File: config.mk
export PLATFORM = sky130hd
export DESIGN_NAME = shell_word_tokenizer_flat
export DESIGN_NICKNAME = d
export VERILOG_FILES = /design/src/rtl/swt_pkg.sv /design/src/rtl/swt_if.sv /design/src/rtl/shell_word_tokenizer.sv /design/src/flat_wrapper.sv
export SDC_FILE = /design/constraint.sdc
export NUM_CORES = 1
export LEC_CHECK = 0
export BUFFER_PORTS_ARGS = -buffer_cell sky130_fd_sc_hd__buf_2
export CAP_MARGIN = 25
export CORE_ASPECT_RATIO = 2
export CORE_MARGIN = 5
export CORE_UTILIZATION = 29
export DETAILED_ROUTE_END_ITERATION = 8
export HOLD_SLACK_MARGIN = 0.12
export RECOVER_POWER = 100
export SETUP_SLACK_MARGIN = 0.2
export SLEW_MARGIN = 20
export SYNTH_ARGS = -nofsm -noshare
export SYNTH_HDL_FRONTEND = slang
export SYNTH_SLANG_ARGS = --single-unit
File: constraint.sdc
create_clock -name clk_i -period 2.6 [get_ports clk_i]
set_input_delay 0.52 -clock clk_i [delete_from_list [all_inputs] [get_ports clk_i]]
set_output_delay 0.52 -clock clk_i [all_outputs]
set_load 0.02 [all_outputs]
File: src/rtl/swt_pkg.sv
// Shared types and character codes for the shell word tokenizer.
// No dependencies; compile first.
package swt_pkg;

  // Characters with a quoting or separating role
  localparam logic [7:0] CH_DQUOTE = 8'h22;
  localparam logic [7:0] CH_BSLASH = 8'h5C;
  localparam logic [7:0] CH_DOLLAR = 8'h24;
  localparam logic [7:0] CH_BTICK  = 8'h60;
  localparam logic [7:0] CH_SQUOTE = 8'h27;
  localparam logic [7:0] CH_SPACE  = 8'h20;
  localparam logic [7:0] CH_TAB    = 8'h09;

  // Result kinds
  localparam logic KIND_CHAR = 1'b0;
  localparam logic KIND_END  = 1'b1;

  // Results one input transfer can cause
  localparam int unsigned MaxResults = 3;

  typedef enum logic [1:0] {
    ESC_NONE  = 2'd0,
    ESC_PLAIN = 2'd1,
    ESC_DQ    = 2'd2
  } esc_e;

  typedef struct packed {
    logic [7:0] out_byte;
    logic       kind;
    logic       line_done;
    logic       run_last;
  } result_t;

endpackage

File: src/rtl/swt_if.sv
// Valid/ready channel interfaces for the shell word tokenizer.
// Input channel carries one line byte, output channel one result.
// Standalone; no package dependency.
interface swt_in_if;
  logic       valid;
  logic       ready;
  logic [7:0] in_byte;
  logic       has_byte;
  logic       line_end;

  modport source (output valid, output in_byte, output has_byte, output line_end,
                  input ready);
  modport sink   (input valid, input in_byte, input has_byte, input line_end,
                  output ready);
endinterface

interface swt_out_if;
  logic       valid;
  logic       ready;
  logic [7:0] out_byte;
  logic       kind;
  logic       line_done;
  logic       run_last;

  modport source (output valid, output out_byte, output kind, output line_done,
                  output run_last, input ready);
  modport sink   (input valid, input out_byte, input kind, input line_done,
                  input run_last, output ready);
endinterface

File: src/rtl/shell_word_tokenizer.sv
// Shell word tokenizer: first result is valid the cycle after its input transfer.
// Throughput: one input transfer per cycle while each item yields at most one
// result and the output is ready; an item with k results (k up to 3) holds the
// bank until all k leave, as it drains one result per cycle while ready is high.
// Reset (rst_ni low, asynchronous) clears quote/escape state and the result bank.
module shell_word_tokenizer
  import swt_pkg::*;
(
  input  logic     clk_i,
  input  logic     rst_ni,
  swt_in_if.sink   in_i,
  swt_out_if.source out_o
);

  // Tokenizer state: quoting mode, open word, pending backslash
  logic single_q, single_d;
  logic double_q, double_d;
  logic open_q,   open_d;
  esc_e esc_q,    esc_d;

  // Result bank: head entry at index 0 drives the output channel
  result_t    res_q [MaxResults];
  result_t    res_d [MaxResults];
  result_t    calc  [MaxResults];
  logic [1:0] cnt_q, cnt_d;
  logic [1:0] calc_n;

  logic in_fire, out_fire;
  logic dq_special;

  assign out_fire = out_o.valid && out_o.ready;
  // Take a new item when the bank is empty or its last result leaves now
  assign in_i.ready = (cnt_q == 2'd0) || ((cnt_q == 2'd1) && out_o.ready);
  assign in_fire    = in_i.valid && in_i.ready;

  assign dq_special = (in_i.in_byte == CH_DQUOTE) || (in_i.in_byte == CH_BSLASH) ||
                      (in_i.in_byte == CH_DOLLAR) || (in_i.in_byte == CH_BTICK);

  // Per-item work: next state and up to three results, in emission order
  always_comb begin
    single_d = single_q;
    double_d = double_q;
    open_d   = open_q;
    esc_d    = esc_q;
    calc_n   = 2'd0;
    for (int i = 0; i < MaxResults; i++) begin
      calc[i] = '0;
    end

    if (in_i.has_byte) begin
      case (esc_q)
        ESC_PLAIN: begin
          // unquoted escape: byte taken literally
          esc_d                = ESC_NONE;
          calc[calc_n].out_byte = in_i.in_byte;
          calc_n               = calc_n + 2'd1;
          open_d               = 1'b1;
        end
        ESC_DQ: begin
          // inside double quotes the backslash survives unless the byte is special
          esc_d = ESC_NONE;
          if (!dq_special) begin
            calc[calc_n].out_byte = CH_BSLASH;
            calc_n               = calc_n + 2'd1;
          end
          calc[calc_n].out_byte = in_i.in_byte;
          calc_n               = calc_n + 2'd1;
          open_d               = 1'b1;
        end
        default: begin
          esc_d = ESC_NONE;
          if (in_i.in_byte == CH_BSLASH) begin
            if (single_q) begin
              calc[calc_n].out_byte = in_i.in_byte;
              calc_n               = calc_n + 2'd1;
              open_d               = 1'b1;
            end else if (double_q) begin
              esc_d = ESC_DQ;
            end else begin
              esc_d = ESC_PLAIN;
            end
          end else if ((in_i.in_byte == CH_DQUOTE) && !single_q) begin
            double_d = !double_q;
            open_d   = 1'b1;
          end else if ((in_i.in_byte == CH_SQUOTE) && !double_q) begin
            single_d = !single_q;
            open_d   = 1'b1;
          end else if (((in_i.in_byte == CH_SPACE) || (in_i.in_byte == CH_TAB)) &&
                       !single_q && !double_q) begin
            // unquoted blank closes an open word
            if (open_q) begin
              calc[calc_n].kind = KIND_END;
              calc_n           = calc_n + 2'd1;
              open_d           = 1'b0;
            end
          end else begin
            calc[calc_n].out_byte = in_i.in_byte;
            calc_n               = calc_n + 2'd1;
            open_d               = 1'b1;
          end
        end
      endcase
    end

    if (in_i.line_end) begin
      // flush the open word, drop any dangling backslash, reset quoting
      if (open_d) begin
        calc[calc_n].kind = KIND_END;
        calc_n           = calc_n + 2'd1;
      end
      single_d = 1'b0;
      double_d = 1'b0;
      open_d   = 1'b0;
      esc_d    = ESC_NONE;
      if (calc_n != 2'd0) begin
        calc[calc_n - 2'd1].line_done = 1'b1;
      end
    end

    if (calc_n != 2'd0) begin
      calc[calc_n - 2'd1].run_last = 1'b1;
    end
  end

  // Bank update: load on input transfer, shift toward the head on output transfer
  always_comb begin
    cnt_d = cnt_q;
    res_d = res_q;
    if (in_fire) begin
      cnt_d = calc_n;
      res_d = calc;
    end else if (out_fire) begin
      cnt_d = cnt_q - 2'd1;
      for (int i = 0; i < MaxResults - 1; i++) begin
        res_d[i] = res_q[i + 1];
      end
    end
  end

  always_ff @(posedge clk_i or negedge rst_ni) begin
    if (!rst_ni) begin
      single_q <= 1'b0;
      double_q <= 1'b0;
      open_q   <= 1'b0;
      esc_q    <= ESC_NONE;
      cnt_q    <= 2'd0;
    end else begin
      cnt_q <= cnt_d;
      if (in_fire) begin
        single_q <= single_d;
        double_q <= double_d;
        open_q   <= open_d;
        esc_q    <= esc_d;
      end
    end
  end

  // Payload bank, no reset needed
  always_ff @(posedge clk_i) begin
    res_q <= res_d;
  end

  assign out_o.valid     = (cnt_q != 2'd0);
  assign out_o.out_byte  = res_q[0].out_byte;
  assign out_o.kind      = res_q[0].kind;
  assign out_o.line_done = res_q[0].line_done;
  assign out_o.run_last  = res_q[0].run_last;

  // Line end leaves no quoting, escape or open word behind
  a_line_end_clears: assert property (@(posedge clk_i) disable iff (!rst_ni)
    in_fire && in_i.line_end |=> !single_q && !double_q && !open_q && (esc_q == ESC_NONE))
    else $error("state not cleared after line end");

  // The last result in the bank is the last one of its item
  a_last_is_run_last: assert property (@(posedge clk_i) disable iff (!rst_ni)
    out_o.valid && (cnt_q == 2'd1) |-> out_o.run_last)
    else $error("final queued result lacks run_last");

  // A result that is not its item's last is followed by another
  a_run_continues: assert property (@(posedge clk_i) disable iff (!rst_ni)
    out_fire && !out_o.run_last |=> out_o.valid)
    else $error("item results cut short");

  // An end-of-word result carries a zero byte
  a_end_zero_byte: assert property (@(posedge clk_i) disable iff (!rst_ni)
    out_o.valid && (out_o.kind == KIND_END) |-> (out_o.out_byte == 8'h00))
    else $error("word end with nonzero byte");

endmodule

File: src/flat_wrapper.sv
// flat-port wrapper written by rule: the top's interface ports become plain ports
module shell_word_tokenizer_flat import swt_pkg::*;
  (clk_i, rst_ni, in_i_valid, in_i_in_byte, in_i_has_byte, in_i_line_end, in_i_ready, out_o_valid, out_o_out_byte, out_o_kind, out_o_line_done, out_o_run_last, out_o_ready);
  swt_in_if in_i_i ();
  swt_out_if out_o_i ();
  input  logic clk_i;
  input  logic rst_ni;
  input wire logic [$bits(in_i_i.valid)-1:0] in_i_valid;
  input wire logic [$bits(in_i_i.in_byte)-1:0] in_i_in_byte;
  input wire logic [$bits(in_i_i.has_byte)-1:0] in_i_has_byte;
  input wire logic [$bits(in_i_i.line_end)-1:0] in_i_line_end;
  output wire logic [$bits(in_i_i.ready)-1:0] in_i_ready;
  output wire logic [$bits(out_o_i.valid)-1:0] out_o_valid;
  output wire logic [$bits(out_o_i.out_byte)-1:0] out_o_out_byte;
  output wire logic [$bits(out_o_i.kind)-1:0] out_o_kind;
  output wire logic [$bits(out_o_i.line_done)-1:0] out_o_line_done;
  output wire logic [$bits(out_o_i.run_last)-1:0] out_o_run_last;
  input wire logic [$bits(out_o_i.ready)-1:0] out_o_ready;
  assign in_i_i.valid = in_i_valid;
  assign in_i_i.in_byte = in_i_in_byte;
  assign in_i_i.has_byte = in_i_has_byte;
  assign in_i_i.line_end = in_i_line_end;
  assign in_i_ready = in_i_i.ready;
  assign out_o_valid = out_o_i.valid;
  assign out_o_out_byte = out_o_i.out_byte;
  assign out_o_kind = out_o_i.kind;
  assign out_o_line_done = out_o_i.line_done;
  assign out_o_run_last = out_o_i.run_last;
  assign out_o_i.ready = out_o_ready;
  shell_word_tokenizer u_core (.clk_i(clk_i), .rst_ni(rst_ni), .in_i(in_i_i), .out_o(out_o_i));
endmodule
* Word level (Yosys, flattened, before mapping)
Cells that the tools add are included.
Cells by class: reduce and logical (&&, ||, !) cells 30, $add $sub $neg 5, bitwise gates (word level) 4, muxes and demuxes 75, $lt $le $gt $ge 8, eq/ne operators 13
Operators with widths (number):
- 33-bit 2-to-1 mux | 6
- 33-bit bitwise mux | 4
- 11-bit demux with 2-bit select | 4
- 22-bit 2-to-1 mux | 2
- 8-bit 2-to-1 mux | 5
- 2-bit 2-to-1 mux | 19
- 8-bit by 6-bit equality test with 1-bit output, second input constant | 4
- 1-bit 2-to-1 mux | 26
- 24-bit 2-to-1 mux | 1
- 9-bit 2-to-1 mux | 2
- 8-bit by 7-bit equality test with 1-bit output, second input constant | 2
- 8-bit case mux with 2 select lines | 1
- 2-bit nonzero test | 7
- 3-bit greater-or-equal comparator, second input constant | 4
- 3-bit by 1-bit less-than comparator with 1-bit output, second input constant | 4
- 2-bit NOT with 3-bit output | 4
- 1-bit logical AND | 11
- 11-bit 2-to-1 mux | 1
- 8-bit by 4-bit equality test with 1-bit output, second input constant | 1
- 7-bit 2-to-1 mux | 1
- 6-bit AND reduction | 1
- 2-bit by 1-bit subtractor with 2-bit output, second input constant | 3
- 1-bit logical OR | 5
- 5-bit AND reduction | 1
- other kinds (12) | 16
Word-level totals: output and inout port bits 13, input bits 14, bits in registers 40

* Longest topological paths before layout
Gate-level depths: netlist of run 1.
depth after elaboration 25, mapped depth 12, gate-level depth less buffers 11

* Worst setup path before layout of run 1
OpenSTA, ideal clock, no wires.
path type in2reg, start in in_i_in_byte[2], end reg u_core.res_q, in the netlist u_core.out_o.line_done, data pin, arrival 2355 ps, cell stages on the path 10, data required time 2339 ps, setup time 261 ps, slack -16 ps, path buffers 1, path through buf_2 -> and4b_1 -> o21ai_1 -> o31a_1 -> and2_1 -> nand2_1 -> ha_1 -> nand4_1 -> nor2_1 -> a221o_1
RTL lines:
- from (decl) | line flat_wrapper.sv:9 | input wire logic [$bits(in_i_i.in_byte)-1:0] in_i_in_byte;
- to (signal assigned) | line shell_word_tokenizer.sv:160 | res_q <= res_d;
- to (decl) | line shell_word_tokenizer.sv:22 | result_t res_q [MaxResults];

==> results.toml, run 1 <==
[run_status]
status = "completed"

[layout]
syn_to_final_growth_pct = 26.2
fin_nets = 244
finalNonFillerCells = 312
diodes = 0
mostFrequentLayoutCells = "edfxtp_1, clkbuf_1, nand2_1, buf_4"
seqCellArea_sq_um = 926
drive_gt1_frac = 0.219
fillCellCount = 698
multiInputGateArea_sq_um = 921
fin_util = 0.371
final_common_cell = "edfxtp_1"

[clock_tree]
htreeDepth = 2
clk_latency_ps = 280
cts_tree = "built"
cts_max_path_buffers = 2
cts-buffers-inserted = 5
cts.clk_slew.worst_paths_ps = 50
cts-root-buf = "clkbuf_16"
cts_sinks = 32

[drt]
vias = 1509
wl_per_cell_um = 13.6
drt-pass1-iter-count = 4
antenna_left = 0
drc = 0
drt_iter0_drc = 63
viasPerCell = 4.84
routed_wl_mm = 4.25

[critical_path]
crit_type = "reg2reg"
cp.arrival_ps = 2420
endpoint_kind = "register"
startpoint_type = "register"
path_max_fanout = 4
crit_required_ps = 2620

[synth]
ys_warn_count = 0
synthArstFlopShare = 0.219
synth_edf_count = 25
ys_types = 45
synth_nets = 206
synth_ff_type = "edfxtp_1"
ys_ff_latch = 32
seq_area_frac_synth = 0.483
syn_avg_cell_area_sq_um = 10.4
synthCells = 185
syn-cell-area_sq_mm = 0.00192

[timing]
setup_violations = 0
fmax_ghz = 0.417
worstMarginPinSlew_ps = 994
final.setup.tns_ps = 0
final-max-slew-violation-count = 0
fin_crit_sh = 0.923
layout_min_cycle_time_ps = 2400
rsz0062_at_grt = "true"
timing.clock.skew_ps = 3.40
hold_viol = 0
maxSlewHeadroom = 0.337

[placement]
place_congestion = 0.853
place_inst = 300
dp.final_hpwl_mm = 3.24
io_buffers = 26

[global_routing]
grt_usage = 0.110
grt_pass1_vias = 1498
grt_max_degree = 27
overflow = 0
grt_pass1_wl_mm = 7.16
antenna_found_initial = 0

[floorplan]
core_sq_mm = 0.00652
fp.dieArea_sq_mm = 0.00843
die_x_um = 67.5
ios = 27
placementRows = 42
start_util = 0.294
die_y_um = 125

[power_and_ir_drop]
ir_drop_uv = 332
leakagePower_nw = 0.957
powerDensity_mw_per_mm2 = 835
power_mw = 2.02

[worst_hold_path]
hold_class = "reg2reg"

[flow_run]
drv_cap = 0
[timing repair]
item                                    in CTS  in global routing
gates resized for setup                      1                  7
hold endpoints to repair                     7                  0
buffers inserted                             0                  3
pin swaps                                    1                  6
hold buffers                                 1                  0
endpoints found under the setup margin       3                  4
[area by class of cell]
class / count / share of cell area
clock buffers: 5 / 0.0517
clock inverters: 3 / 0.0155
inverters: 11 / 0.0181
multi-input cells: 127 / 0.381
flip-flops and latches: 32 / 0.383
well taps: 88 / 0.0455
repair buffers: 46 / 0.106
[routing by layer]
metal	track usage	up-vias	part of all wire
met2	0.176	23	0.51
met5	0	-	0
li1	-	752	-
met3	0.0206	6	0.032
met1	0.138	728	0.44
met4	0.0538	0	0.021
[worst max-delay path, cell delays in order (launching register included)]
cell	delay, ps
dfrtp_1	390
buf_4	140
ha_1	220
or3_1	450
o2111ai_1	180
a211oi_4	100
ha_4	270
nand4_1	80
nor2_1	60
a221o_1	260
[where the power goes]
part	switching, mW	total [mW]	internal (mW)
logic	0.376	0.587	0.211
clock network	0.205	0.649	0.444
registers	0.0495	0.784	0.734
[synthesized netlist by cell type, types with 2 or more instances]
cell type	n	area (sq um)
o211ai_1	3	22.5
and2_1	10	62.6
ha_1	7	87.6
and4b_1	2	20.0
a31oi_1	4	25.0
nor2b_1	2	12.5
dfrtp_1	7	175
o2111ai_1	2	17.5
a21oi_1	3	15.0
nor3_1	3	15.0
nand2b_1	3	18.8
a221o_1	2	20.0
nand4_1	3	18.8
o22a_1	2	17.5
and3_1	2	12.5
a211o_1	3	26.3
edfxtp_1	25	751
nor2_1	12	45.0
o21a_1	2	15.0
a21o_1	2	15.0
buf_4	8	60.1
inv_1	10	37.5
o21ai_0	12	60.1
clkbuf_1	6	22.5
nand2_1	18	67.6
nand3_1	7	35.0
a22o_1	5	43.8
nor3b_1	3	22.5
[sequential cells by signal (all words and copies together), names as in the netlist, 2 cells and up]
| register | flops |
|---|---|
| u_core.cnt_q | 2 |
| u_core.out_o.out_byte | 8 |
| u_core.res_q | 14 |
| u_core.esc_q | 2 |
[through the flow]
step / instance area, sq um / hold slack [ps] / setup slack (ps)
final: 2420 / 512 / 201
after global routing: 2420 / 537 / 70.3
after CTS: 2400 / 521 / 239
after detailed placement: 2220 / 369 / -29.5
after global placement: 2220 / 367 / 18.5
after floorplan: 1960 / 224 / 68.8
[logic make-up (layout without fill, tap and decap cells)]
| logic type | Yosys count | in the layout | share of synthesized area |
|---|---|---|---|
| simple gates | 72 | 72 | 0.217 |
| buf+inv | 26 | 65 | 0.0685 |
| flops | 32 | 32 | 0.483 |
| mux | 1 | 1 | 0.00587 |
| compound gates | 46 | 46 | 0.176 |
| xor+xnor | 1 | 1 | 0.00457 |
| fa+ha+maj | 7 | 7 | 0.0457 |
[worst paths after layout]
path / from / to / slack [ps] / cells past startpoint
setup / recovery: u_core.esc_q[0] / u_core.out_o.run_last / 200 / 9
hold / removal: u_core.cnt_q[1] / u_core.cnt_q[1] / 510 / 1
setup reg to reg: u_core.esc_q[0] / u_core.out_o.run_last / 200 / 9
hold reg to reg: u_core.cnt_q[1] / u_core.cnt_q[1] / 510 / 1
max in group asynchronous: rst_ni / u_core.single_q / 1620 / 2
min in group asynchronous: rst_ni / u_core.open_q / 680 / 2
Note: power is estimated with default switching activity, not from simulation.
==> run 2: changes to the inputs <==
- ABC_AREA: not set -> 1
- CORE_UTILIZATION: 29 -> 31
==> results.toml, run 2 <==
[placement]
dpl_cell_area_sq_mm = 0.00226
io_buffers = 26
dp.final_hpwl_mm = 3.30
place_congestion = 0.837

[floorplan]
fp.dieArea_sq_mm = 0.00844
die_x_um = 67.5
die_y_um = 125
ios = 27
core_sq_mm = 0.00652
placementRows = 42
start_util = 0.315

[drt]
viasPerCell = 4.54
routed_wl_mm = 4.25
drc = 0
wl_per_cell_um = 12.5
vias = 1542
antenna_left = 0
drt_iter0_drc = 73
drt-pass1-iter-count = 4

[power_and_ir_drop]
ir_drop_uv = 341
powerDensity_mw_per_mm2 = 993
leakagePower_nw = 1.04

[synth]
ys_types = 40
syn-cell-area_sq_mm = 0.00205
synthCells = 221
synth_ff_type = "edfxtp_1"
yosys.cell_count.top_type = "nand2_1"
ys_warn_count = 0
synthArstFlopShare = 0.219
synth_common_cells = "nand2_1, nor2_1, edfxtp_1"
ys_ff_latch = 32
synth_nets = 242
synth_largest_area_cell = "edfxtp_1"
syn_avg_cell_area_sq_um = 9.28
synth_area_leaders = "edfxtp_1, dfrtp_1, nand2_1, nor2_1, ha_1"
synth_edf_count = 25
seq_area_frac_synth = 0.451
synth_top_area_share = 0.366

[critical_path]
startpoint_type = "primary input"
path_max_fanout = 3
ff2ff_setup_slack_ps = 360
reg2reg_depth = 11
endpoint_kind = "register"
cp.arrival_ps = 2370
path_cells = "buf_2, inv_1, nand2_2, nor2_4, nand2_1, nand4_2, nor2_1, nand2_1, nor2_1, inv_1, ha_1, inv_2, nand2_4, nor2_4, nor2_1, nand3_1, nand2_1"
crit-reg2reg-capture = "u_core.double_q"
regToRegStartpoint = "u_core.cnt_q[0]"
worst_path_largest_cell_delay_ps = 300
crit_required_ps = 2630
crit_type = "in2reg"
cp_slowest_cell = "ha_1"

[layout]
syn_to_final_growth_pct = 18.5
stdcell_area_sq_mm = 0.00243
mostFrequentLayoutCells = "nand2_1, nor2_1, edfxtp_1, inv_1, clkbuf_1"
fin_nets = 272
final_common_cell = "nand2_1"
largest_register_ffs = 14
diodes = 0
top_register = "u_core.res_q"
drive_gt1_frac = 0.286

[global_routing]
met1_usage = 0.123
grt_max_degree = 23
grt_usage = 0.108
antenna_found_initial = 0
grt_pass1_vias = 1638
grt_pass1_wl_mm = 7.09
grt-busiest-layer = "met2"
use_met3 = 0.0341
grt_use_met2 = 0.176
overflow = 0

[timing]
fin_crit_sh = 0.901
maxSlewHeadroom = 0.633
worstMarginPinSlew_ps = 551
rsz0062_at_grt = "false"
final-max-slew-violation-count = 0
final.setup.tns_ps = 0
fmax_ghz = 0.427
hold_viol = 0
timing.clock.skew_ps = 2.83
setup_violations = 0
layout_min_cycle_time_ps = 2340

[worst_hold_path]
hold_start = "u_core.res_q[17]"
hold_class = "reg2reg"
whs_endpoint = "u_core.out_o.out_byte[3]"
hold_depth = 2

[clock_tree]
cts.clk_slew.worst_paths_ps = 50
cts-root-buf = "clkbuf_16"
cts_tree = "built"
cts_max_path_buffers = 2
htreeDepth = 2
cts_sinks = 32
cts-buffers-inserted = 5
clk_latency_ps = 280

[flow_run]
drv_cap = 0

[run_status]
status = "completed"
run 2: logic make-up after synthesis:
family / Yosys count / share of synthesized area
buffers and inverters: 40 / 0.0927
flip-flops: 32 / 0.451
AO/OA/AOI/OAI: 34 / 0.112
AND/OR/NAND/NOR: 108 / 0.301
adder cells (fa/ha/maj): 7 / 0.0427
run 2: worst max-delay path by stage:
stage,to,startpoint,depth (start not counted)
floorplan,u_core.out_o.run_last,in_i_in_byte[6],17
global placement,u_core.res_q[11],in_i_in_byte[5],16
detailed placement,u_core.res_q[11],in_i_in_byte[5],16
CTS,u_core.res_q[11],u_core.esc_q[0],12
global route,u_core.out_o.run_last,in_i_in_byte[5],17
finish,u_core.out_o.run_last,in_i_in_byte[5],17
run 2: critical path, delay by kind of cell:
family	cells	cell delay, ps
adder cells (fa/ha/maj)	1	300
AND/OR/NAND/NOR	12	1210
buffers and inverters	4	330
run 2: metrics by stage:
stage / setup slack, ps / std cells / power (mW) / hold slack [ps] / utilization
finish: 257 / 340 / 2.41 / 528 / 0.373
global route: 101 / 340 / 2.56 / 551 / 0.373
CTS: 281 / 339 / 2.46 / 530 / 0.373
detailed placement: 36.5 / 330 / 1.79 / 374 / 0.346
global placement: 53.5 / 330 / 1.76 / 367 / 0.346
floorplan: 314 / 221 / 1.59 / 224 / -
run 2: per-layer routing:
| metal | wire [um] | vias up |
|---|---|---|
| met3 | 219 | 8 |
| met4 | 83 | 0 |
| li1 | - | 785 |
| met2 | 2120 | 33 |
| met5 | 0 | - |
| met1 | 1830 | 716 |
run 2: layout make-up:
| type | instances | area, sq um |
|---|---|---|
| clock inverters | 3 | 37.5 |
| inverters | 29 | 111 |
| well taps | 88 | 110 |
| clock buffers | 5 | 125 |
| repair buffers | 34 | 169 |
| flip-flops and latches | 32 | 926 |
| multi-input cells | 149 | 952 |
| fillers | 695 | 4090 |
run 2: what timing repair did:
action / 4_1_cts / 5_1_grt
endpoints found under the hold margin: 7 / 0
hold buffers: 1 / 0
setup buffers: 0 / 1
resized for setup: 0 / 12
setup endpoints to repair: 0 / 2
run 2: power breakdown:
| part | switching [mW] | total [mW] | leakage (nW) | internal, mW |
|---|---|---|---|---|
| sequential | 0.0566 | 0.854 | 0.341 | 0.797 |
| combinational | 0.622 | 0.903 | 0.618 | 0.281 |
| clock | 0.212 | 0.657 | 0.0789 | 0.445 |
